## config.mk

```make
export PLATFORM = sky130hd
export DESIGN_NAME = b85_serialiser
export DESIGN_NICKNAME = d
export VERILOG_FILES = /design/src/b85_pkg.sv /design/src/b85_serialiser.sv
export SDC_FILE = /design/constraint.sdc
export NUM_CORES = 1
export LEC_CHECK = 0
export ABC_AREA = 1
export BUFFER_PORTS_ARGS = -buffer_cell sky130_fd_sc_hd__buf_4
export CORE_MARGIN = 2
export CORE_UTILIZATION = 60
export DETAILED_ROUTE_END_ITERATION = 8
export PLACE_DENSITY = 0.88
export SKIP_CTS_REPAIR_TIMING = 1
export SYNTH_ARGS = -nofsm -noshare
export SYNTH_HDL_FRONTEND = slang
export SYNTH_SLANG_ARGS = --single-unit
export TNS_END_PERCENT = 50
```

## constraint.sdc

```tcl
create_clock -name i_clk -period 3.9 [get_ports i_clk]
set_input_delay 0.585 -clock i_clk [delete_from_list [all_inputs] [get_ports i_clk]]
set_output_delay 0.585 -clock i_clk [all_outputs]
set_load 0.05 [all_outputs]
```

## src/b85_pkg.sv

```systemverilog
// Shared types, constants and helper functions of the base-85 stream encoder.
// Used by the packer, the divide stages, the serialiser and the top level.
package b85_pkg;

    localparam int GROUP_BYTES = 4;
    localparam int GROUP_CHARS = 5;
    localparam int DIV_STAGES  = GROUP_CHARS - 1;
    localparam int DIGIT_W     = 7;
    localparam int CHAR_W      = 7;
    localparam int VALUE_W     = 32;
    localparam int COUNT_W     = 3;

    // Reciprocal of 85, scaled by 2**38 and rounded down
    localparam logic [31:0] RECIP_85    = 32'd3233857728;
    localparam int          RECIP_SHIFT = 38;
    localparam logic [31:0] BASE        = 32'd85;

    typedef logic [DIGIT_W-1:0] t_digit;
    typedef logic [CHAR_W-1:0]  t_char;

    // One closed group on its way through the divide chain
    typedef struct packed {
        logic                          valid;
        logic [VALUE_W-1:0]            q;
        logic [GROUP_CHARS-1:0][DIGIT_W-1:0] dg;
        logic [COUNT_W-1:0]            n;
        logic                          last;
    } t_work;

    typedef struct packed {
        logic [VALUE_W-1:0] q;
        t_digit             r;
    } t_divmod;

    // Divide by 85 through the reciprocal; the estimate is at most one low
    function automatic t_divmod div85(input logic [VALUE_W-1:0] v);
        logic [63:0]        prod;
        logic [VALUE_W-1:0] qe;
        logic [VALUE_W-1:0] rem;
        t_divmod            res;
        prod = {32'd0, v} * {32'd0, RECIP_85};
        qe   = {6'd0, prod[63:RECIP_SHIFT]};
        // qe * 85 as shift and add
        rem  = v - ((qe << 6) + (qe << 4) + (qe << 2) + qe);
        if (rem >= BASE) begin
            res.q = qe + 32'd1;
            res.r = t_digit'(rem - BASE);
        end else begin
            res.q = qe;
            res.r = t_digit'(rem);
        end
        return res;
    endfunction

    // Map one base-85 digit to its alphabet character
    function automatic t_char z85_char(input t_digit d);
        t_char c;
        if (d < 7'd10) begin
            c = 7'h30 + d;
        end else if (d < 7'd36) begin
            c = 7'h61 + (d - 7'd10);
        end else if (d < 7'd62) begin
            c = 7'h41 + (d - 7'd36);
        end else begin
            case (d)
                7'd62:   c = 7'h2E;
                7'd63:   c = 7'h2D;
                7'd64:   c = 7'h3A;
                7'd65:   c = 7'h2B;
                7'd66:   c = 7'h3D;
                7'd67:   c = 7'h5E;
                7'd68:   c = 7'h21;
                7'd69:   c = 7'h2F;
                7'd70:   c = 7'h2A;
                7'd71:   c = 7'h3F;
                7'd72:   c = 7'h26;
                7'd73:   c = 7'h3C;
                7'd74:   c = 7'h3E;
                7'd75:   c = 7'h28;
                7'd76:   c = 7'h29;
                7'd77:   c = 7'h5B;
                7'd78:   c = 7'h5D;
                7'd79:   c = 7'h7B;
                7'd80:   c = 7'h7D;
                7'd81:   c = 7'h40;
                7'd82:   c = 7'h25;
                7'd83:   c = 7'h24;
                7'd84:   c = 7'h23;
                default: c = 7'h30;
            endcase
        end
        return c;
    endfunction

endpackage

```

## src/b85_serialiser.sv

```systemverilog
// Output side: maps a group's digits to characters and sends them one per
// transfer, most significant first, flagging the stream's final character.
// Depends on b85_pkg.
module b85_serialiser import b85_pkg::*; (
    input  logic        i_clk,
    input  logic        i_rst_n,
    input  t_work       i_work,
    output logic        o_free,
    output logic        o_valid,
    input  logic        i_ready,
    output t_char       o_char,
    output logic        o_last
);

    logic [GROUP_CHARS-1:0][CHAR_W-1:0] r_chars;
    logic [COUNT_W-1:0]                 r_n;
    logic                               r_last;
    logic [COUNT_W-1:0]                 r_idx;
    logic                               r_busy;
    logic                               final_idx;
    logic                               load;
    logic [GROUP_CHARS-1:0][CHAR_W-1:0] n_chars;

    assign final_idx = (r_idx == r_n - 3'd1);
    assign o_free    = !r_busy || (i_ready && final_idx);
    assign load      = i_work.valid && o_free;

    // Look up every character of the incoming group
    always_comb begin
        for (int i = 0; i < GROUP_CHARS; i++) begin
            n_chars[i] = z85_char(i_work.dg[i]);
        end
        // The last quotient is the most significant digit
        n_chars[0] = z85_char(t_digit'(i_work.q));
    end

    // Track the character being offered
    always_ff @(posedge i_clk) begin
        if (!i_rst_n) begin
            r_busy <= 1'b0;
            r_idx  <= '0;
        end else if (load) begin
            r_busy <= 1'b1;
            r_idx  <= '0;
        end else if (r_busy && i_ready) begin
            if (final_idx) begin
                r_busy <= 1'b0;
            end else begin
                r_idx <= r_idx + 3'd1;
            end
        end
    end

    // Hold the group's characters
    always_ff @(posedge i_clk) begin
        if (load) begin
            r_chars <= n_chars;
            r_n     <= i_work.n;
            r_last  <= i_work.last;
        end
    end

    assign o_valid = r_busy;
    assign o_char  = r_chars[r_idx];
    assign o_last  = r_last && final_idx;

    a_idx_range: assert property (@(posedge i_clk) disable iff (!i_rst_n)
        r_busy |-> (r_idx < r_n))
        else $error("character index beyond group length");

    a_load_free: assert property (@(posedge i_clk) disable iff (!i_rst_n)
        (r_busy && !i_ready) |=> (r_idx == $past(r_idx)))
        else $error("character index moved while stalled");

endmodule

```

# Word-level counts from Yosys, hierarchy flattened
# Cells that the tools add are included.
op_classes:
  n_reduce_logical: 11
  bitwise_logic: 2
  eq_ne: 116
  n_addsub: 27
  magnitude_cmp: 16
  muxes: 25
op_table:
  columns: ["operator", "n"]
  rows:
  - ["one-hot mux 7 bit (23 select lines)", 5]
  - ["== test 7 bit, second input constant", 105]
  - ["2-to-1 mux 7 bit", 16]
  - ["adder 7 bit, first input constant", 10]
  - ["== test 7 x 6 -> 1 bit, second input constant", 10]
  - ["< comparator 7 x 6 -> 1 bit, second input constant", 10]
  - ["adder 6 x 7 -> 7 bit, first input constant", 5]
  - ["< comparator 7 x 4 -> 1 bit, second input constant", 5]
  - ["subtractor 7 x 4 -> 7 bit, second input constant", 5]
  - ["subtractor 7 x 6 -> 7 bit, second input constant", 5]
  - ["binary-select mux 7 bit (select 3 bit)", 1]
  - ["logical AND 1 bit", 4]
  - ["< comparator 3 x 4 -> 1 bit, second input constant", 1]
  - ["AND reduction 2 bit", 2]
  - ["nonzero test 2 bit", 2]
  - ["adder 3 x 1 -> 3 bit, second input constant", 1]
  - ["== test 3 bit", 1]
  - ["2-to-1 mux 1 bit", 3]
  - ["subtractor 3 x 1 -> 3 bit, second input constant", 1]
  - ["inverter 1 bit", 2]
  - ["OR reduction 2 bit", 1]
  - ["logical NOT 1 bit", 1]
  - ["logical OR 1 bit", 1]
word_totals:
  word_cells: 206
  reg_bits: 43
  inputBits: 75
  output_inout_bits: 10

# Longest topological paths before layout
# Gate-level depths: netlist (run 1).
depth:
  depth_word: 7
  depth_mapped: 14
  ltp_nobuf: 14

# Worst setup path before layout (run 1)
# No wires, ideal clock.
synth_path:
  path_type: "register to register"
  from: "register r_n[0]"
  to: "register r_chars[0] (netlist bit), enable pin"
  setup_slack_ps: 279
  setup_time_ps: 394
  synth_period_minus_slack_ps: 3621
  t_arrival_ps: 3227
  required_time_ps: 3506
  path_stages_with_launch: 9
  path_buffers: 0
  path_cell_list: "edfxtp_1 -> inv_1 -> ha_1 -> xnor2_1 -> xor2_1 -> nand2_1 -> o21ai_0 -> nand2_1 -> inv_1"
synth_between:
  elab_chain_len: 5
synth_lines:
  columns: ["item", "line", "source"]
  rows:
  - ["from (decl)", "b85_serialiser.sv:16", "logic [COUNT_W-1:0] r_n;"]
  - ["from (signal assigned)", "b85_serialiser.sv:58", "r_n <= i_work.n;"]
  - ["subtractor 3 x 1 -> 3 bit", "b85_serialiser.sv:24", "assign final_idx = (r_idx == r_n - 3'd1);"]
  - ["== test 3 bit", "b85_serialiser.sv:24", null]
  - ["logical AND 1 bit", "b85_serialiser.sv:25", "assign o_free = !r_busy || (i_ready && final_idx);"]
  - ["logical OR 1 bit", "b85_serialiser.sv:25", null]
  - ["named net o_free", "b85_serialiser.sv:8", "output logic o_free,"]
  - ["logical AND 1 bit", "b85_serialiser.sv:26", "assign load = i_work.valid && o_free;"]
  - ["named net load", "b85_serialiser.sv:21", "logic load;"]
  - ["to (signal assigned)", "b85_serialiser.sv:57", "r_chars <= n_chars;"]
  - ["to (decl)", "b85_serialiser.sv:15", "logic [GROUP_CHARS-1:0][CHAR_W-1:0] r_chars;"]
# The timed path passes the listed nets, and every way through them passes these cells.
# A chain may end at the register's enable or synchronous reset.

# Worst setup path in the final report (run 1)
layout_path:
  from: "register r_idx[0]"
  to: "output port o_char[6]"
layout_between:
  elab_chain_len: 2
layout_lines:
  columns: ["item", "line", "source"]
  rows:
  - ["from (decl)", "b85_serialiser.sv:18", "logic [COUNT_W-1:0] r_idx;"]
  - ["from (signal assigned)", "b85_serialiser.sv:49", "r_idx <= r_idx + 3'd1;"]
  - ["binary-select mux 7 bit (select 3 bit)", "b85_serialiser.sv:64", "assign o_char = r_chars[r_idx];"]
  - ["2-to-1 mux 7 bit (not written as such)", "b85_serialiser.sv:64", null]
  - ["to (decl)", "b85_serialiser.sv:11", "output t_char o_char,"]
# Every way passes these cells. The select of a mux whose other input is x is not followed.

==> metrics.md, run 1 <==
| Metric | Value |
|---|---|
| Outcome | finished clean |
| TritonCTS clock tree | yes |
| Post-synth top area cell | edfxtp_1 |
| Final setup viols | 0 |
| Sequential area share after synthesis | between 10% and 20% |
| Non-Filler Instances | roughly 1200 |
| Post-synth cell types | 40 |
| CTS Buf Count | 5 |
| P_leak | roughly 0.0036 uW |
| Largest net degree at the start of global routing | 26 |
| Post-Synthesis Net Count | ~1200 |
| Slew @ Worst Pin | ~0.64 ns |
| Final net count | 1199 |
| CP Max Fanout | 18 |
| VDD IR max | 0.175 mV |
| Grt ovf | 0 |
| Final hold vios | 0 |
| Fin crit period | 2.73 ns |
| CTS max path bufs | 2 |
| Synth area leaders | edfxtp_1 (19%), nand2_1 (15%), ha_1 (11%) |
| All-Layer GR Usage | roughly 29% |
| Maxcap violations | 0 |
| Dpl hpwl | 12900 um |
| Highest Clock Rate | ~370 MHz |
| Mapped Area | 6280 um2 |
| Fin crit share | about 70% |
| Clock slew at reported path FFs | 0.08 ns |
| Inst Count DP | roughly 1200 |
| Chip Height | 106 um |
| Synth Register Bits | 43 |
| Initial Util | 61.4% |
| Share of cells above drive strength 1 | roughly 8.9% |
| Ys flop type | edfxtp_1 |
| Worst path required time | 3.31 ns |
| Post-synth EDFFs | 39 |
| Core box area | 10200 um2 |
| First-pass GRT wire length | between 20000 and 30000 um |
| DRT iter0 DRCs | 560 |
| Initial antenna violation count | 0 |
| Final WL | between 15000 and 20000 um |
| Most frequent cell after synthesis | nand2_1 |
| Setup Total Neg Slack | 0 ns |
| Drt first pass iters | 5 |
| Slew Limit Fails | 0 |
| Power Dens Cells | 204 nW/um2 |
| P&R area growth vs syn | 8.20% |
| TritonCTS Sinks | between 40 and 50 |
| WL/cell | 13.4 um |
| RePlAce Congestion | about 1 |
| Arrival time at the worst endpoint | ~2.1 ns |
| RSZ-0062 raised after global routing | false |
| Syn Inst Count | just over 1000 |
| Die W | 106 um |
| List of most frequent post-synthesis cells | nand2_1 (258), nor2_1 (156), inv_1 (126), nand3_1 (102), a21oi_1 (65) |
| Worst hold path class | in2reg |
| Setup crit end kind | primary output |
| Ys async rst share | 0% |
| Slew headroom | 57.1% |
| Total vias in the final route | 6830 |
| Top-area cell type share of the netlist area | between 10% and 20% |
| Vias per cell | approximately 5.7 |
| CTS root buffer | clkbuf_8 |
| ANT nets after route | 0 |
| Synth Area per Inst | 6.08 um2 |
| N_diodes | 0 |
| Number of global-route vias before repair | slightly above 6000 |
| Synth Warn # | 0 |
| IO Port Bufs | 52 |
| # DRC | 0 |
| Die area | between 10000 and 15000 um2 |
| H-tree levels | 2 |
| CP startpoint kind | register |
| Top Ports | between 80 and 90 |
| Clk Latency, worst-skew pair | around 0.30 ns |
| Std cell rows | 37 |
| Setup Skew | 0.0101 ns |
| Worst Setup Path Type | reg2out |
cell families after synthesis:
| family | synth area share (%) |
|---|---|
| xor gates and xnor gates | 3.76 |
| buffers and inverters | 10.3 |
| adders and majority gates | 10.8 |
| and+or+nand+nor | 40.3 |
| AOI/OAI and AO/OA | 15.1 |
| DFF | 19.9 |
worst paths after layout:
check,startpoint,end,slack (ns),cells after the start
setup / recovery,r_idx[0],o_char[6],1.17,5
hold / removal,i_work[0],r_last,0.46,1
setup reg to reg,r_idx[0],r_chars[25],1.23,7
hold reg to reg,o_valid,o_valid,0.59,2
registers in the layout (all words and copies together) (netlist names):
signal and count:
o_valid 1, r_n 3, r_last 1, r_chars 35, r_idx 3
cell usage in the layout (no fill, tap or decap), types with 2 or more instances in the layout:
master    synthesis  final
nor2_2            3      3
xnor2_1           7      7
nand3_1         102    102
nand4_1          24     24
buf_4             9     53
or2_2             4      4
nor2_1          156    156
dfxtp_1           4      4
clkbuf_8          0      5
xor2_1           20     20
a31oi_1           5      5
inv_1           126    126
a31oi_2           2      2
edfxtp_1         39     39
nand2_1         258    258
ha_1             54     54
a221o_1           7      7
o211ai_1         10     10
a21boi_1          2      2
o21ai_0          57     57
nor2_4            7      7
nand2_2           5      5
a22oi_1           2      2
a21oi_1          65     65
inv_2             9      9
nand3b_1          4      4
nor3_1           23     23
o21ai_1           6      6
per-stage QoR:
step	power (uW)	setup slack, ns	area, um2	hold WS (ns)	utilization, %
6_report	1380	1.17	6800	0.462	66.5
5_1_grt	1470	0.959	6800	0.454	66.5
4_1_cts	1380	1.19	6800	0.461	66.5
3_5_place_dp	1110	1.25	6710	0.579	65.6
3_3_place_gp	1110	1.30	6710	0.565	65.6
2_1_floorplan	956	0.279	6280	0.603	-
where the power goes:
| part | internal (uW) | switching [uW] | leakage [uW] |
|---|---|---|---|
| sequential | 558 | 16.6 | 0.000407 |
| combinational | 181 | 354 | 0.00317 |
| clock | 125 | 149 | 0.0000460 |
critical path, stage by stage (launching register included):
cell     delay (ns)
dfxtp_1        0.51
inv_1          0.43
nand2_1        0.14
a221o_1        0.38
o21ai_0        0.13
buf_4          0.26
layer usage:
metal / global-route usage (%) / vias up / share of wire, %
li1: - / 3478 / -
met1: 37.4 / 3033 / 43
met2: 50.7 / 271 / 48
met3: 2.21 / 48 / 5.6
met4: 9.77 / 0 / 3.1
met5: 0 / - / 0
final cells by class:
| cell class | count | area [um2] |
|---|---|---|
| clock buffers | 5 | 68.8 |
| repair buffers | 53 | 398 |
| multi-input cells | 832 | 4390 |
| inverters | 135 | 507 |
| flip-flops and latches | 43 | 1250 |
| clock inverters | 3 | 17.5 |
| fillers | 950 | 3430 |
| well taps | 136 | 170 |
Power figures use the tool's default switching activity.
==> run 2: changes to the inputs <==
==> constraint.sdc (replaced) <==
create_clock -name i_clk -period 2.7 [get_ports i_clk]
set_input_delay 0.405 -clock i_clk [delete_from_list [all_inputs] [get_ports i_clk]]
set_output_delay 0.405 -clock i_clk [all_outputs]
set_load 0.05 [all_outputs]
==> run 2 against run 1 <==
Effect of this change: combinational power rose by 46%; wire length fell by 1.1%; worst setup slack got worse by 0.98 ns; clock skew decreased by 0.0058 ns; final cell count rose by 0.17%; utilization grew 0.64 points; clock power up 88%; worst hold slack worse by 0.19 ns; die area unchanged; count of clock-buffer cells in the layout unchanged; global-route usage shrank 0.23 points; critical path type unchanged; largest cell class unchanged; largest power group unchanged; highest routed layer unchanged.
==> metrics.md, run 2 (synthesized netlist as in run 1, its figures left out) <==
| Metric | Value |
|---|---|
| ANT nets after route | 0 (unchanged) |
| Clk Latency, worst-skew pair | 0.30 ns (about the same) |
| Chip Height | 106 um (unchanged) |
| Multi-input gate area | 4390 um2 (about the same) |
| Core box area | 10200 um2 (unchanged) |
| Maxcap violations | 0 (unchanged) |
| Reg-to-reg startpoint | r_n[0] |
| Most common cell after layout, fill and taps aside | nand2_1 |
| Sw power | 772 uW (+48%) |
| Clock slew at reported path FFs | 0.08 ns (about the same) |
| RSZ-0062 raised after global routing | false |
| Outcome | finished clean |
| Logic pwr share | 36.7% (-2.0 points) |
| CP max stage delay | 0.50 ns (about the same) |
| Drt first pass iters | 8 (+3) |
| Die area | 11300 um2 (unchanged) |
| P&R area growth vs syn | 9.24% |
| R2r setup slk | 0.51 ns (-0.72 ns) |
| Register Area | 1250 um2 (unchanged) |
| N_diodes | 0 (unchanged) |
| H-tree levels | 2 (unchanged) |
| Internal power | 1350 uW (+57%) |
| RePlAce Congestion | 0.972 (-2.4%) |
| Worst hold path class | in2reg |
| WL/cell | 13.2 um (-1.3%) |
| Slew headroom | 57.8% (+0.68 points) |
| First-pass GRT wire length | 27200 um (-0.71%) |
| Number of global-route vias before repair | 6014 (-1.9%) |
| Std cell rows | 37 (unchanged) |
| DRT iter0 DRCs | 579 (+3.4%) |
| TritonCTS Sinks | 43 (unchanged) |
| Setup crit end kind | primary output |
| WP buf/inv | 2 (unchanged) |
| Highest Clock Rate | around 400 MHz |
| Slew Limit Fails | 0 (unchanged) |
| Clock power share | 24.3% (+4.5 points) |
| Most frequent cells in the layout | nand2_1 (258), nor2_1 (156), inv_1 (125) |
| Initial Util | 61.4% (unchanged) |
| Fin crit period | 2.50 ns |
| Final hold vios | 0 (unchanged) |
| Fin crit share | between 90% and 100% |
| Max FFs per register | 35 (unchanged) |
| Largest regs | r_chars: 35 flops, r_idx: 3 flops, r_n: 3 flops |
| Power Dens Cells | 310 nW/um2 (+52%) |
| VDD IR max | 0.246 mV (+41%) |
| Initial antenna violation count | 0 (unchanged) |
| Worst Setup Path Type | reg2out |
| TritonCTS clock tree | yes |
| Sw Ratio | 36.3% (-1.2 points) |
| Dpl hpwl | 12900 um (+0.21%) |
| CTS root buffer | clkbuf_8 |
| Top Ports | 85 (unchanged) |
| Setup Total Neg Slack | 0 ns (unchanged) |
| Grt ovf | 0 (unchanged) |
| End of the worst hold path | r_last |
| Arrival time at the worst endpoint | 2.10 ns (-0.04 ns) |
| Non-Filler Instances | 1209 (+0.17%) |
| Largest net degree at the start of global routing | 26 (unchanged) |
| Setup Skew | 0.00429 ns (-0.00583 ns) |
| Seq pwr share | 39.0% (-2.5 points) |
| Final WL | 16000 um (-1.1%) |
| CP cell instances | inv_1 > nand2_1 > a221o_1 > o21ai_0 > buf_4 |
| CTS max path bufs | 2 (unchanged) |
| P_leak | 0.00364 uW (+0.61%) |
| HP Start | i_work[0] |
| Worst hold path depth | 1 (unchanged) |
| Die W | 106 um (unchanged) |
| Total vias in the final route | 6830 (unchanged) |
| Final setup viols | 0 (unchanged) |
| Slowest-stage cell, CP | dfxtp_1 |
| Inst Count DP | 1201 (+0.17%) |
| CTS Buf Count | 5 (unchanged) |
| Filler cell count | 947 (-0.32%) |
| Share of cells above drive strength 1 | 9.32% (+0.45 points) |
| Final net count | 1201 (+0.17%) |
| Worst path required time | 2.30 ns (-1.01 ns) |
| # DRC | 0 (unchanged) |
| CP Max Fanout | 18 (unchanged) |
| Vias per cell | 5.65 (-0.17%) |
| FF-to-FF path depth | 9 (+2) |
| Top reg by flops | r_chars |
| All-Layer GR Usage | 28.7% (-0.23 points) |
| Kind of cell adding the most delay to the critical path | buffers and inverters |
| CP startpoint kind | register |
| Slew @ Worst Pin | 0.631 ns (-0.0102 ns) |
| Reg2reg end | r_chars[7] |
| IO Port Bufs | 52 (unchanged) |
## run 2: power groups by stage
| stage | sequential, uW | combinational, uW | clock, uW |
|---|---|---|---|
| CTS | 829 | 771 | 524 |
| global placement | 841 | 760 | 0 |
| finish | 829 | 780 | 516 |
| global route | 834 | 871 | 548 |
| floorplan | 838 | 545 | 0 |
| detailed placement | 843 | 768 | 0 |
## run 2: worst max-delay path by stage
stage	cells after the start	from	end
CTS	5	r_idx[0]	o_char[1]
finish	5	r_idx[0]	o_char[4]
floorplan	8	r_n[0]	r_chars[0]
global route	5	r_idx[0]	o_char[1]
detailed placement	14	i_work[36]	r_chars[32]
global placement	14	i_work[36]	r_chars[32]
## run 2: metal layers
| metal | global-route usage [%] | up-vias | routed length (um) |
|---|---|---|---|
| li1 | - | 3478 | - |
| met1 | 39.3 | 3005 | 7060 |
| met2 | 49.3 | 316 | 7550 |
| met3 | 2.45 | 31 | 1140 |
| met4 | 5.83 | 0 | 272 |
| met5 | 0 | - | 0 |
## run 2: area by class of cell
class,count,area share (%)
Clock buffer,5,1.00
Clock inverter,3,0.693
Inverter,135,7.44
Multi-Input combinational cell,832,64.0
Sequential cell,43,18.2
Tap cell,136,2.48
Timing Repair Buffer,55,6.20
## run 2: per-stage QoR
stage / setup WS, ns / util (%) / total power [uW] / hold slack (ns) / area [um2]
floorplan: 0.136 / - / 1380 / 0.504 / 6290
global placement: 0.448 / 66.0 / 1600 / 0.519 / 6750
detailed placement: 0.457 / 66.0 / 1610 / 0.524 / 6750
CTS: 0.210 / 67.1 / 2120 / 0.267 / 6870
global route: 0.0635 / 67.1 / 2250 / 0.269 / 6870
finish: 0.197 / 67.1 / 2130 / 0.274 / 6870
## run 2: worst reg2reg max path, stage by stage (launching register included)
cell and delay, ns:
edfxtp_1 0.37, inv_1 0.05, ha_1 0.21, xnor2_1 0.19
xor2_1 0.16, nand2_1 0.11, o21ai_2 0.16, nand2_1 0.13
clkinvlp_4 0.30, buf_12 0.22
