--- src/b85_pkg.sv ---
// Shared types, constants and helper functions of the base-85 stream encoder.
// Used by the packer, the divide stages, the serialiser and the top level.
package b85_pkg;

    localparam int GROUP_BYTES = 4;
    localparam int GROUP_CHARS = 5;
    localparam int DIV_STAGES  = GROUP_CHARS - 1;
    localparam int DIGIT_W     = 7;
    localparam int CHAR_W      = 7;
    localparam int VALUE_W     = 32;
    localparam int COUNT_W     = 3;

    // Reciprocal of 85, scaled by 2**38 and rounded down
    localparam logic [31:0] RECIP_85    = 32'd3233857728;
    localparam int          RECIP_SHIFT = 38;
    localparam logic [31:0] BASE        = 32'd85;

    typedef logic [DIGIT_W-1:0] t_digit;
    typedef logic [CHAR_W-1:0]  t_char;

    // One closed group on its way through the divide chain
    typedef struct packed {
        logic                          valid;
        logic [VALUE_W-1:0]            q;
        logic [GROUP_CHARS-1:0][DIGIT_W-1:0] dg;
        logic [COUNT_W-1:0]            n;
        logic                          last;
    } t_work;

    typedef struct packed {
        logic [VALUE_W-1:0] q;
        t_digit             r;
    } t_divmod;

    // Divide by 85 through the reciprocal; the estimate is at most one low
    function automatic t_divmod div85(input logic [VALUE_W-1:0] v);
        logic [63:0]        prod;
        logic [VALUE_W-1:0] qe;
        logic [VALUE_W-1:0] rem;
        t_divmod            res;
        prod = {32'd0, v} * {32'd0, RECIP_85};
        qe   = {6'd0, prod[63:RECIP_SHIFT]};
        // qe * 85 as shift and add
        rem  = v - ((qe << 6) + (qe << 4) + (qe << 2) + qe);
        if (rem >= BASE) begin
            res.q = qe + 32'd1;
            res.r = t_digit'(rem - BASE);
        end else begin
            res.q = qe;
            res.r = t_digit'(rem);
        end
        return res;
    endfunction

    // Map one base-85 digit to its alphabet character
    function automatic t_char z85_char(input t_digit d);
        t_char c;
        if (d < 7'd10) begin
            c = 7'h30 + d;
        end else if (d < 7'd36) begin
            c = 7'h61 + (d - 7'd10);
        end else if (d < 7'd62) begin
            c = 7'h41 + (d - 7'd36);
        end else begin
            case (d)
                7'd62:   c = 7'h2E;
                7'd63:   c = 7'h2D;
                7'd64:   c = 7'h3A;
                7'd65:   c = 7'h2B;
                7'd66:   c = 7'h3D;
                7'd67:   c = 7'h5E;
                7'd68:   c = 7'h21;
                7'd69:   c = 7'h2F;
                7'd70:   c = 7'h2A;
                7'd71:   c = 7'h3F;
                7'd72:   c = 7'h26;
                7'd73:   c = 7'h3C;
                7'd74:   c = 7'h3E;
                7'd75:   c = 7'h28;
                7'd76:   c = 7'h29;
                7'd77:   c = 7'h5B;
                7'd78:   c = 7'h5D;
                7'd79:   c = 7'h7B;
                7'd80:   c = 7'h7D;
                7'd81:   c = 7'h40;
                7'd82:   c = 7'h25;
                7'd83:   c = 7'h24;
                7'd84:   c = 7'h23;
                default: c = 7'h30;
            endcase
        end
        return c;
    endfunction

endpackage

--- src/b85_packer.sv ---
// Input side: gathers bytes big-endian into groups and closes a group when it
// is full or the stream ends. Depends on b85_pkg.
module b85_packer import b85_pkg::*; (
    input  logic        i_clk,
    input  logic        i_rst_n,
    input  logic        i_en,
    input  logic        i_valid,
    input  logic [7:0]  i_byte,
    input  logic        i_last,
    output t_work       o_work
);

    logic [23:0]        r_pend;
    logic [1:0]         r_cnt;
    t_work              r_work;
    logic               accept;
    logic               close;
    logic [VALUE_W-1:0] n_value;
    logic [COUNT_W-1:0] n_n;

    assign accept = i_valid && i_en;
    assign close  = i_last || (r_cnt == 2'd3);

    // Left-align the group and pad with zeros
    always_comb begin
        case (r_cnt)
            2'd0: begin
                n_value = {i_byte, 24'd0};
                n_n     = 3'd2;
            end
            2'd1: begin
                n_value = {r_pend[7:0], i_byte, 16'd0};
                n_n     = 3'd3;
            end
            2'd2: begin
                n_value = {r_pend[15:0], i_byte, 8'd0};
                n_n     = 3'd4;
            end
            default: begin
                n_value = {r_pend, i_byte};
                n_n     = 3'd5;
            end
        endcase
    end

    // Hold pending bytes; clear them once the group closes
    always_ff @(posedge i_clk) begin
        if (!i_rst_n) begin
            r_pend <= '0;
            r_cnt  <= '0;
        end else if (accept) begin
            if (close) begin
                r_pend <= '0;
                r_cnt  <= '0;
            end else begin
                r_pend <= {r_pend[15:0], i_byte};
                r_cnt  <= r_cnt + 2'd1;
            end
        end
    end

    // Load the closed group into the first work register
    always_ff @(posedge i_clk) begin
        if (i_en && accept && close) begin
            r_work.q    <= n_value;
            r_work.dg   <= '0;
            r_work.n    <= n_n;
            r_work.last <= i_last;
        end
        if (!i_rst_n) begin
            r_work.valid <= 1'b0;
        end else if (i_en) begin
            r_work.valid <= accept && close;
        end
    end

    assign o_work = r_work;

    a_last_clears: assert property (@(posedge i_clk) disable iff (!i_rst_n)
        (accept && i_last) |=> (r_cnt == 2'd0))
        else $error("pending count not cleared after final byte");

    a_count_step: assert property (@(posedge i_clk) disable iff (!i_rst_n)
        (accept && !close) |=> (r_cnt == $past(r_cnt) + 2'd1))
        else $error("pending count did not advance");

    a_group_out: assert property (@(posedge i_clk) disable iff (!i_rst_n)
        (i_en && accept && close) |=> r_work.valid)
        else $error("closed group not handed on");

endmodule

--- config.mk ---
export PLATFORM = sky130hd
export DESIGN_NAME = b85_packer
export DESIGN_NICKNAME = d
export VERILOG_FILES = /design/src/b85_pkg.sv /design/src/b85_packer.sv
export SDC_FILE = /design/constraint.sdc
export NUM_CORES = 1
export LEC_CHECK = 0
export BUFFER_PORTS_ARGS = -buffer_cell sky130_fd_sc_hd__buf_2
export CAP_MARGIN = 20
export CORE_AREA = 5 5 98 77
export CTS_CLUSTER_SIZE = 8
export DETAILED_ROUTE_END_ITERATION = 10
export DIE_AREA = 0 0 103 82
export PLACE_DENSITY = 0.73
export SETUP_SLACK_MARGIN = 0.02
export SLEW_MARGIN = 20
export SYNTH_ARGS = -nofsm -noshare
export SYNTH_HDL_FRONTEND = slang
export SYNTH_SLANG_ARGS = --single-unit
--- constraint.sdc ---
create_clock -name i_clk -period 1.8 [get_ports i_clk]
set_input_delay 0.27 -clock i_clk [delete_from_list [all_inputs] [get_ports i_clk]]
set_output_delay 0.27 -clock i_clk [all_outputs]
set_load 0.005 [all_outputs]
## Word level (Yosys, flattened, before mapping)

Cells that the tools add are included.

| storage, ports and cells | value |
|---|---|
| RAM bits | 0 |
| output and inout port bits | 72 |
| input bits | 13 |
| latch bits | 0 |
| word-level logic and storage cells | 20 |
| register bits | 63 |
| memories kept | 0 |
| ROM bits | 0 |

| operators by class | value |
|---|---|
| shift-type cells | 0 |
| mux-type cells | 4 |
| $add $sub $neg | 1 |
| reduce and logical (&&, ||, !) cells | 6 |
| $mul | 0 |
| bitwise operators | 0 |
| magnitude comparators | 0 |
| div/mod/pow operators | 0 |
| equality and inequality tests | 3 |

Operator list:

| operator | count |
|---|---|
| $pmux 32 s3 | 1 |
| $mux 24 | 1 |
| $pmux 3 s3 | 1 |
| $eq 2x2->1 const B | 2 |
| $logic_and 1x1->1 | 4 |
| $add 2x1->2 const B | 1 |
| $eq 2x1->1 const B | 1 |
| $logic_not 2->1 | 1 |
| $mux 2 | 1 |
| $logic_or 1x1->1 | 1 |

## Logic depth before layout (Yosys ltp)

Gate-level depths: netlist (run 1).

| depth | value |
|---|---|
| depth after elaboration | 3 |
| depth in mapped cells | 6 |
| gate-level depth less buffers | 4 |

## Worst setup path before layout (run 1)

No wires, ideal clock.

| timing path | value |
|---|---|
| kind | flip-flop to flip-flop |
| start | reg r_cnt[0] |
| end | reg r_work (netlist bit o_work[0]), enable pin |
| stages on the path, launching flop included | 4 |
| slack | -0.134 ns |
| required time | 1.408 ns |
| path buffers | 1 |
| setup time | 0.392 ns |
| data arrival time | 1.543 ns |
| period minus slack after synthesis | 1.934 ns |
| cell sequence | dfxtp_1 ha_1 buf_2 o211a_1 |

| between the ends | value |
|---|---|
| cells in the longest elaborated chain, start to end | 3 |

RTL lines:

| element | line | source |
|---|---|---|
| start, declared | b85_packer.sv:14 | `logic [1:0] r_cnt;` |
| start signal, assigned | b85_packer.sv:57 | `r_cnt <= r_cnt + 2'd1;` |
| $eq 2x2->1 | b85_packer.sv:22 | `assign close = i_last \|\| (r_cnt == 2'd3);` |
| $logic_or 1x1->1 | b85_packer.sv:22 |  |
| $logic_and 1x1->1 | b85_packer.sv:64 | `if (i_en && accept && close) begin` |
| end, declared | b85_packer.sv:15 | `t_work r_work;` |

Every way passes these cells.
A chain may end at the register's enable or synchronous reset.

## Worst setup path after layout (run 1)

| timing path | value |
|---|---|
| start | reg r_cnt[1] |
| end | reg r_work (netlist bit o_work[64]), data pin |

| between the ends | value |
|---|---|
| cells in the longest elaborated chain, start to end | 2 |
| elaborated cells between the ends (all ways) | 4 |
| those cells by class | eq/ne (2); mux (1); reduce/logical (1) |

RTL lines:

| element | line | source |
|---|---|---|
| $eq 2x2->1 (tied with other cells) | b85_packer.sv:26 | `case (r_cnt)` |
| $pmux 32 s3 * | b85_packer.sv:26 |  |
| named net n_value[25] | b85_packer.sv:18 | `logic [VALUE_W-1:0] n_value;` |

Mark *: on every way through the listed nets, which the timed path passes. The rest lies on a longest branch.

==> results.sh, run 1 <==
export IMPL_dieArea_um2=8450
export IMPL_core_area_um2=6570
export IMPL_synth_main_ff_cell="edfxtp_1"
export IMPL_drive_above_1_share_pct=36.3
export IMPL_drcViolationCount=0
export IMPL_crit_chain="inv_1, ha_1, a222oi_1, mux2i_1"
export IMPL_root_buffer="clkbuf_8"
export IMPL_synthCells=226
export IMPL_critPathLaunchType="register"
export IMPL_ys_ff_latch=63
export IMPL_ys_seq_area_share_pct=56.2
export IMPL_crit_arrival_ps=1660
export IMPL_tritoncts="built"
export IMPL_num_rows=26
export IMPL_synthesis_area_um2=2880
export IMPL_synth_edff_count=36
export IMPL_area_delta_synth_final_pct=12.3
export IMPL_timing_rr_start="r_cnt[1]"
export IMPL_multi_input_area_um2=985
export IMPL_nets=290
export IMPL_setup_viol=0
export IMPL_r2r_setup_slack_ps=210
export IMPL_drt_total_wl_mm=5.51
export IMPL_p_leak_uw=0.00138
export IMPL_cts_buffer_depth=2
export IMPL_async_flop_share_pct=0
export IMPL_dp_hpwl_mm=3.67
export IMPL_rsz0062_at_grt="no"
export IMPL_clkSinkCount=63
export IMPL_drtAntennaViolNets=0
export IMPL_wl_per_cell_um=15.2
export IMPL_synth_warnings=0
export IMPL_reg2reg_to="o_work[64]"
export IMPL_fmax_ghz=0.630
export IMPL_max_cap_violations=0
export IMPL_hold_path_end="o_work[0]"
export IMPL_slowest_delay_ps=400
export IMPL_overflow=0
export IMPL_period_needed_ps=1590
export IMPL_firstDrtPassIters=7
export IMPL_seq_area_um2=1620
export IMPL_grt_max_degree=36
export IMPL_finalHoldViolCount=0
export IMPL_stdcell_count=362
export IMPL_utilization_pct=49.3
export IMPL_crit_path_top_delay_cell="a222oi_1"
export IMPL_clkTransAtPathRegs_ps=70
export IMPL_report_final_slew_viol_count=0
export IMPL_hold_path_class="primary input to register"
export IMPL_crit_type="register to register"
export IMPL_relSlewSlack_pct=53.2
export IMPL_die_h_um=82
export IMPL_viasPerCell=5.18
export IMPL_ys_types=27
export IMPL_cp_top_family="compound AO/OA/AOI/OAI gates"
export IMPL_via_count=1875
export IMPL_cp_max_fo=9
export IMPL_htree_levels=3
export IMPL_place_congestion=0.758
export IMPL_port_buffer_count=49
export IMPL_post_cts_setup_buffers=0
export IMPL_vdd_drop_max_uv=333
export IMPL_diodes=0
export IMPL_clock_latency_ps=330
export IMPL_synth_area_per_cell_um2=12.8
export IMPL_drt_iter0_markers=179
export IMPL_grtUsageTotal_pct=13.3
export IMPL_numCtsBuffers=9
export IMPL_cp_required_ps=1870
export IMPL_pwr_density_cell_nw_per_um2=898
export IMPL_nFillCells=581
export IMPL_ios=85
export IMPL_status="finished clean"
export IMPL_antenna_found_initial=0
export IMPL_skew_ps=4.94
export IMPL_min_from="i_last"
export IMPL_start_util_pct=43.9
export IMPL_hold_depth=1
export IMPL_path_buf_inv=1
export IMPL_tightest_slew_ps=700
export IMPL_dieWidth_um=103
export IMPL_placedCellCount=346
export IMPL_r2r_cells=4
export IMPL_grt_pass1_vias=1686
export IMPL_crit_path_end_kind="register"
export IMPL_fin_crit_sh_pct=88.1
export IMPL_grt_first_pass_wirelength_mm=8.58
==> per-layer routing <==
layer  vias to the layer above  GRT usage, %  part of all wire [%]
li1                        882             -                     -
met1                       883          19.0                    44
met2                       101          19.3                    43
met3                         9          4.33                    11
met4                         0          3.88                   1.4
met5                         -             0                     0
==> how the worst max path moves through the flow <==
stage | slack [ps] | to | cells after the start | startpoint
finish | 210 | o_work[64] | 4 | r_cnt[1]
global route | 100 | o_work[64] | 4 | r_cnt[1]
CTS | 70 | o_work[64] | 4 | r_cnt[1]
detailed placement | -90 | o_work[48] | 3 | r_cnt[1]
global placement | 90 | o_work[48] | 3 | r_cnt[1]
floorplan | 80 | o_work[0] | 3 | r_cnt[0]
==> flip-flops by register name, summed over array words and instances, names as in the netlist <==
| name | count |
|---|---|
| o_work | 37 |
| r_pend | 24 |
| r_cnt | 2 |
==> Yosys cell counts, types with 2 or more instances <==
master | count | area share [%]
buf_4 | 36 | 9.4
edfxtp_1 | 36 | 37
dfxtp_1 | 27 | 19
a32o_2 | 25 | 9.8
inv_1 | 10 | 1.3
nand2_1 | 10 | 1.3
buf_2 | 9 | 1.6
o21ai_1 | 9 | 1.6
a222oi_1 | 8 | 2.8
a22o_1 | 8 | 2.4
a22oi_1 | 8 | 2.1
and2_1 | 8 | 1.7
mux2i_1 | 8 | 2.8
clkbuf_1 | 4 | 0.52
ha_1 | 4 | 1.7
buf_8 | 2 | 1.0
nor2_1 | 2 | 0.26
nor2b_1 | 2 | 0.43
or2_1 | 2 | 0.43
==> kinds of logic after synthesis <==
logic type / count (synthesis) / share of synthesized area [%]
other: 1 / 0.130
multiplexers: 8 / 2.78
AO/OA/AOI/OAI: 61 / 19.9
flip-flops: 63 / 56.2
buffers and inverters: 63 / 14.3
AND/OR/NAND/NOR: 26 / 4.95
adder cells (fa/ha/maj): 4 / 1.74
==> report_power, final <==
part,switching (uW),internal [uW],leakage (uW)
sequential,14.6,1550,0.000549
combinational,118,66.2,0.000737
clock,533,626,0.0000924
total,666,2240,0.00138
==> per-stage QoR <==
| stage | TNS [ps] | hold WS [ps] | setup slack [ps] | cell area (um2) | power (uW) |
|---|---|---|---|---|---|
| 6_report | 0 | 146 | 214 | 3240 | 2910 |
| 5_1_grt | 0 | 135 | 102 | 3240 | 3020 |
| 4_1_cts | 0 | 135 | 69.9 | 3230 | 2920 |
| 3_5_place_dp | -537 | 457 | -93.9 | 3040 | 1780 |
| 3_3_place_gp | 0 | 451 | 92.2 | 3040 | 1770 |
| 2_1_floorplan | 0 | 369 | 84.3 | 3010 | 1760 |
==> area by class of cell <==
type	instances	area share [%]
Clock inverter	7	1.97
Timing Repair Buffer	55	9.35
Sequential cell	63	50.1
Clock buffer	9	3.82
Inverter	10	1.16
Multi-Input combinational cell	134	30.4
Tap cell	84	3.24
==> repair_timing <==
| item | 4_1_cts | 5_1_grt |
|---|---|---|
| hold endpoints to repair | 0 | 0 |
| setup endpoints to repair | 7 | 13 |
| gates resized for setup | 1 | 2 |
| hold buffers | 0 | 0 |
==> layout by cell type, fill, tap and decap left out, drive strengths merged, types with 2 or more instances in the layout <==
master    Yosys  layout
buf          49      55
edfxtp       36      36
conb          1      35
dfxtp        27      27
a32o         25      25
inv          10      10
nand2        10      10
o21ai         9       9
clkbuf        4       9
and2          8       8
a22o          8       8
a22oi         8       8
a222oi        8       8
mux2i         8       8
clkinv        0       4
ha            4       4
nor2          2       2
or2           2       2
clkinvlp      0       2
nor2b         2       2
No activity file was read; power rests on OpenSTA's default activity.
==> run 2, diff against run 1 <==
--- a/config.mk
+++ b/config.mk
@@ -5,15 +5,17 @@
 export SDC_FILE = /design/constraint.sdc
 export NUM_CORES = 1
 export LEC_CHECK = 0
+export ABC_AREA = 1
 export BUFFER_PORTS_ARGS = -buffer_cell sky130_fd_sc_hd__buf_2
 export CAP_MARGIN = 20
-export CORE_AREA = 5 5 98 77
+export CORE_AREA = 5 5 99 78
 export CTS_CLUSTER_SIZE = 8
 export DETAILED_ROUTE_END_ITERATION = 10
-export DIE_AREA = 0 0 103 82
+export DIE_AREA = 0 0 104 83
 export PLACE_DENSITY = 0.73
 export SETUP_SLACK_MARGIN = 0.02
 export SLEW_MARGIN = 20
 export SYNTH_ARGS = -nofsm -noshare
 export SYNTH_HDL_FRONTEND = slang
 export SYNTH_SLANG_ARGS = --single-unit
+export TNS_END_PERCENT = 100
==> run 2 against run 1 <==
Against the previous run: utilization grew 1.4 points; clock skew grew 2.2 ps; sequential power is essentially flat; synthesized area grew 4.5%; critical path type unchanged; combinational power grew 8%; synthesized cell count grew 53%; via count grew 25%; clock-buffer cell count grew 1; power shrank 0.98%; maximum frequency shrank 1.9%; first-iteration DRC count grew 20%; largest power group unchanged.
==> results.sh, run 2 <==
export IMPL_cp_required_ps=1970
export IMPL_hold_depth=1
export IMPL_power_total_uw=2880
export IMPL_grt_util_met3_pct=4.03
export IMPL_setup_viol=0
export IMPL_max_cap_violations=0
export IMPL_p_leak_uw=0.00149
export IMPL_synth_warnings=0
export IMPL_grt_first_pass_wirelength_mm=10.6
export IMPL_async_flop_share_pct=0
export IMPL_vdd_drop_max_uv=331
export IMPL_tritoncts="built"
export IMPL_cts_resized=0
export IMPL_skew_ps=7.10
export IMPL_cts_buffer_depth=2
export IMPL_grt_max_degree=31
export IMPL_dieArea_um2=8630
export IMPL_timing_rr_start="r_cnt[1]"
export IMPL_yosysTopAreaCell="edfxtp_1"
export IMPL_crit_type="register to register"
export IMPL_grt_use_met2_pct=22.7
export IMPL_synthTopCellsByCount="nand2_1, nand3_1, buf_4, edfxtp_1"
export IMPL_cp_top_family="adder cells"
export IMPL_numCtsBuffers=9
export IMPL_slowest_delay_ps=390
export IMPL_core_area_um2=6640
export IMPL_hold_buffers=0
export IMPL_root_buffer="clkbuf_8"
export IMPL_fmax_ghz=0.618
export IMPL_crit_path_top_delay_cell="ha_1"
export IMPL_drt_total_wl_mm=6.31
export IMPL_synthCells=345
export IMPL_place_area_um2=3190
export IMPL_num_rows=26
export IMPL_hold_path_end="o_work[0]"
export IMPL_pwr_share_clk_pct=38.9
export IMPL_finalHoldViolCount=0
export IMPL_largest_reg_flops=37
export IMPL_grt_pass1_vias=2177
export IMPL_r2r_cells=6
export IMPL_grtUsageTotal_pct=15.0
export IMPL_ys_seq_area_share_pct=53.8
export IMPL_clkTransAtPathRegs_ps=70
export IMPL_place_congestion=0.863
export IMPL_post_cts_setup_buffers=0
export IMPL_clock_latency_ps=330
export IMPL_final_common_cell="nand2_1"
export IMPL_htree_levels=3
export IMPL_dp_hpwl_mm=4.41
export IMPL_port_buffer_count=49
export IMPL_viasPerCell=4.85
export IMPL_final_area_um2=3370
export IMPL_antenna_found_initial=0
export IMPL_path_buf_inv=2
export IMPL_intPower_uw=2230
export IMPL_report_final_slew_viol_count=0
export IMPL_cp_max_fo=10
export IMPL_period_needed_ps=1620
export IMPL_reg2reg_to="o_work[62]"
export IMPL_crit_arrival_ps=1790
export IMPL_wl_per_cell_um=13.0
export IMPL_tns_ps=0
export IMPL_ys_ff_latch=63
export IMPL_critPathLaunchType="register"
export IMPL_synthesis_area_um2=3010
export IMPL_synth_edff_count=36
export IMPL_p_sw_share_pct=22.7
export IMPL_overflow=0
export IMPL_synth_area_per_cell_um2=8.73
export IMPL_clkSinkCount=63
export IMPL_firstDrtPassIters=4
export IMPL_dieWidth_um=104
export IMPL_pwr_density_cell_nw_per_um2=856
export IMPL_switchingPower_uw=654
export IMPL_drive_above_1_share_pct=19.5
export IMPL_ys_top_cells_by_area="edfxtp_1, dfxtp_1, nand2_1"
export IMPL_crit_chain="inv_1, ha_1, inv_1, nor2_2, nand2_1, o211ai_1"
export IMPL_placedCellCount=469
export IMPL_pwr_share_seq_pct=54.2
export IMPL_fin_crit_sh_pct=89.9
export IMPL_start_util_pct=45.4
export IMPL_drt_iter0_markers=214
export IMPL_die_h_um=83
export IMPL_stdcell_count=484
export IMPL_drcViolationCount=0
export IMPL_crit_path_end_kind="register"
export IMPL_ys_types=21
export IMPL_diodes=0
export IMPL_via_count=2346
export IMPL_drtAntennaViolNets=0
export IMPL_synth_top_cell_area_share_pct=35.9
export IMPL_hold_path_class="primary input to register"
export IMPL_timing_critical_path_mode_cell="inv_1"
export IMPL_layout_common_cells="nand2_1, buf_2, nand3_1"
export IMPL_grt_busiest_layer="met2"
export IMPL_met1_usage_pct=19.8
export IMPL_ios=85
export IMPL_combPwrFrac_pct=6.9
export IMPL_r2r_setup_slack_ps=180
export IMPL_area_delta_synth_final_pct=11.7
export IMPL_synth_most_common_cell="nand2_1"
export IMPL_min_from="i_last"
export IMPL_nets=413
export IMPL_status="finished clean"
export IMPL_rsz0062_at_grt="no"
export IMPL_synth_main_ff_cell="edfxtp_1"
-- run 2: changes by cell type in the layout (fill, tap and decap cells not counted), sizes merged, moves of 6 or more --
cell    before  now
nand2       10  130
a21oi        0   27
inv         10   16
mux2i        8    0
a22o         8    0
o21ai        9    3
and2         8    0
a32o        25    0
nand3        0   40
a222oi       8    0
a22oi        8    0
-- run 2: power by group through the flow --
| stage | Clock [uW] | Sequential (uW) | Combinational [uW] |
|---|---|---|---|
| 6_report | 1120 | 1560 | 199 |
| 5_1_grt | 1210 | 1560 | 224 |
| 4_1_cts | 1140 | 1560 | 195 |
| 3_5_place_dp | 0 | 1590 | 194 |
| 3_3_place_gp | 0 | 1590 | 192 |
| 2_1_floorplan | 0 | 1590 | 176 |
-- run 2: cell type report --
cell class	count	area, um2
fillers	612	3270
flip-flops and latches	63	1620
multi-input cells	246	1080
repair buffers	58	313
clock buffers	10	128
well taps	84	105
inverters	18	71.3
clock inverters	5	50.0
-- run 2: how the worst max path moves through the flow --
stage	from	end	slack, ps	cells after the start
after detailed placement	r_cnt[1]	o_work[62]	230	6
after floorplan	r_cnt[0]	o_work[0]	30	4
after global placement	r_cnt[1]	o_work[62]	250	6
after CTS	r_cnt[1]	o_work[62]	220	6
final	r_cnt[1]	o_work[62]	180	6
after global routing	r_cnt[1]	o_work[62]	40	6
-- run 2: routing by layer --
metal / part of all wire [%] / routed length, um
met1: 43 / 2690
met2: 45 / 2820
met3: 11 / 680
met4: 2.0 / 127
met5: 0 / 0
-- run 2: cell families (layout without fill, tap and decap cells) --
kind of cell / count (synthesis) / in the layout / share of synthesized area [%]
adder cells (fa/ha/maj): 4 / 4 / 1.66
AO/OA/AOI/OAI: 31 / 31 / 5.23
buffers and inverters: 70 / 91 / 14.8
other: 1 / 35 / 0.124
AND/OR/NAND/NOR: 176 / 176 / 24.4
flip-flops: 63 / 63 / 53.8
-- run 2: per-stage QoR --
stage               utilization (%)  setup WS [ps]  hold slack (ps)
global route                   50.7           38.8              234
global placement               48.0            251              452
floorplan                         -           34.4              369
detailed placement             48.0            226              457
CTS                            50.7            218              220
finish                         50.7            182              231
==> run 3, diff against run 2 <==
--- a/config.mk
+++ b/config.mk
@@ -6,13 +6,14 @@
 export NUM_CORES = 1
 export LEC_CHECK = 0
 export ABC_AREA = 1
-export BUFFER_PORTS_ARGS = -buffer_cell sky130_fd_sc_hd__buf_2
 export CAP_MARGIN = 20
-export CORE_AREA = 5 5 99 78
+export CORE_AREA = 2 2 93 73
 export CTS_CLUSTER_SIZE = 8
 export DETAILED_ROUTE_END_ITERATION = 10
-export DIE_AREA = 0 0 104 83
-export PLACE_DENSITY = 0.73
+export DIE_AREA = 0 0 95 75
+export DONT_BUFFER_PORTS = 1
+export PLACE_DENSITY = 0.65
+export RECOVER_POWER = 100
 export SETUP_SLACK_MARGIN = 0.02
 export SLEW_MARGIN = 20
 export SYNTH_ARGS = -nofsm -noshare
==> run 3 against run 2 <==
Against the previous run: critical path depth fell by 2; wire length fell by 0.79%; clock-buffer cell count did not move; clock skew fell by 2.2 ps; clock power rose by 18%; design area fell by 6.1%; die area fell by 17%; sequential cell count did not move; highest routed layer unchanged.
==> results.sh, run 3 (same netlist as run 2, synthesis figures left out) <==
export IMPL_clkSinkCount=63
export IMPL_port_buffer_count=0
export IMPL_min_from="i_rst_n"
export IMPL_cp_required_ps=1870
export IMPL_cts_buffer_depth=2
export IMPL_final_common_cell="nand2_1"
export IMPL_pwr_density_cell_nw_per_um2=961
export IMPL_grt_pass1_vias=1839
export IMPL_reg2reg_to="o_work[54]"
export IMPL_via_count=2159
export IMPL_nets=364
export IMPL_drive_above_1_share_pct=8.52
export IMPL_r2r_cells=4
export IMPL_post_cts_setup_buffers=0
export IMPL_grt_max_degree=37
export IMPL_diodes=0
export IMPL_dieArea_um2=7130
export IMPL_num_rows=25
export IMPL_max_cap_violations=0
export IMPL_wl_per_cell_um=14.5
export IMPL_layout_common_cells="nand2_1, nand3_1, edfxtp_1"
export IMPL_status="finished clean"
export IMPL_r2r_setup_slack_ps=130
export IMPL_viasPerCell=4.99
export IMPL_drt_total_wl_mm=6.26
export IMPL_timing_rr_start="r_cnt[0]"
export IMPL_relSlewSlack_pct=64.8
export IMPL_core_area_um2=6160
export IMPL_clkTransAtPathRegs_ps=70
export IMPL_fmax_ghz=0.598
export IMPL_antenna_found_initial=0
export IMPL_htree_levels=3
export IMPL_numCtsBuffers=9
export IMPL_root_buffer="clkbuf_8"
export IMPL_tns_ps=0
export IMPL_finalHoldViolCount=0
export IMPL_drt_iter0_markers=279
export IMPL_final_area_um2=3160
export IMPL_place_area_um2=2940
export IMPL_critPathLaunchType="register"
export IMPL_period_needed_ps=1670
export IMPL_die_h_um=75
export IMPL_fin_crit_sh_pct=92.9
export IMPL_skew_ps=4.95
export IMPL_hold_ws_ps=39.3
export IMPL_start_util_pct=48.9
export IMPL_hold_path_class="primary input to register"
export IMPL_tightest_slew_ps=528
export IMPL_pre_cts_slack_ps=161
export IMPL_crit_arrival_ps=1740
export IMPL_setup_viol=0
export IMPL_drtAntennaViolNets=0
export IMPL_p_leak_uw=0.00129
export IMPL_power_total_uw=3040
export IMPL_grtUsageTotal_pct=18.3
export IMPL_place_congestion=0.779
export IMPL_crit_path_end_kind="register"
export IMPL_drcViolationCount=0
export IMPL_clock_latency_ps=340
export IMPL_vdd_drop_max_uv=338
export IMPL_rsz0062_at_grt="no"
export IMPL_grt_first_pass_wirelength_mm=9.72
export IMPL_largest_reg_flops=37
export IMPL_ios=85
export IMPL_critical_path_endpoint="o_work[54]"
export IMPL_dp_hpwl_mm=4.01
export IMPL_overflow=0
export IMPL_firstDrtPassIters=4
export IMPL_tritoncts="built"
export IMPL_crit_type="register to register"
export IMPL_report_final_slew_viol_count=0
export IMPL_dieWidth_um=95
export IMPL_area_delta_synth_final_pct=4.86
export IMPL_critPathLaunch="r_cnt[0]"
export IMPL_cp_max_fo=10
export IMPL_setup_ws_ps=129
run 3: critical path: stages, from the launching register on:
cell,delay [ps]
dfxtp_1,350
ha_1,340
inv_1,110
clkbuf_1,420
o21ai_0,170
run 3: power breakdown:
| part | internal, uW | switching, uW |
|---|---|---|
| registers | 1550 | 20.1 |
| logic | 41.1 | 113 |
| clock network | 774 | 542 |
| total | 2360 | 674 |
run 3: metal layers:
layer	wire length, um	up-vias	GRT usage [%]	share of wire [%]
met5	0	-	0	0
met4	85	0	7.57	1.4
met3	430	8	6.71	6.9
met2	2730	96	25.5	44
met1	3020	1002	25.9	48
li1	-	1053	-	-
run 3: repair_timing:
item / in CTS / in global routing
setup endpoints to repair: 0 / 2
hold endpoints to repair: 0 / 1
hold buffers: 0 / 1
resized for setup: 0 / 1
run 3: final cells by class:
type                       count  area [um2]
tap                           81         101
timing repair buffer           9        72.6
sequential                    63        1620
clock buffer                  10         128
clock inverter                 6        85.1
multi-input combinational    246        1080
fill                         567        3000
inverter                      18        71.3
run 3: how the worst min path moves through the flow:
| stage | to | slack (ps) | depth (start not counted) |
|---|---|---|---|
| after floorplan | o_work[0] | 370 | 0 |
| after global placement | o_work[0] | 370 | 0 |
| after detailed placement | o_work[0] | 370 | 0 |
| after CTS | o_work[0] | 10 | 0 |
| after global routing | o_work[71] | 30 | 2 |
| final | o_work[71] | 40 | 2 |
run 3: stage by stage:
step,util (%),std cells
after floorplan,-,379
final,51.3,433
after detailed placement,47.8,416
after CTS,51.2,432
after global placement,47.8,416
after global routing,51.3,433
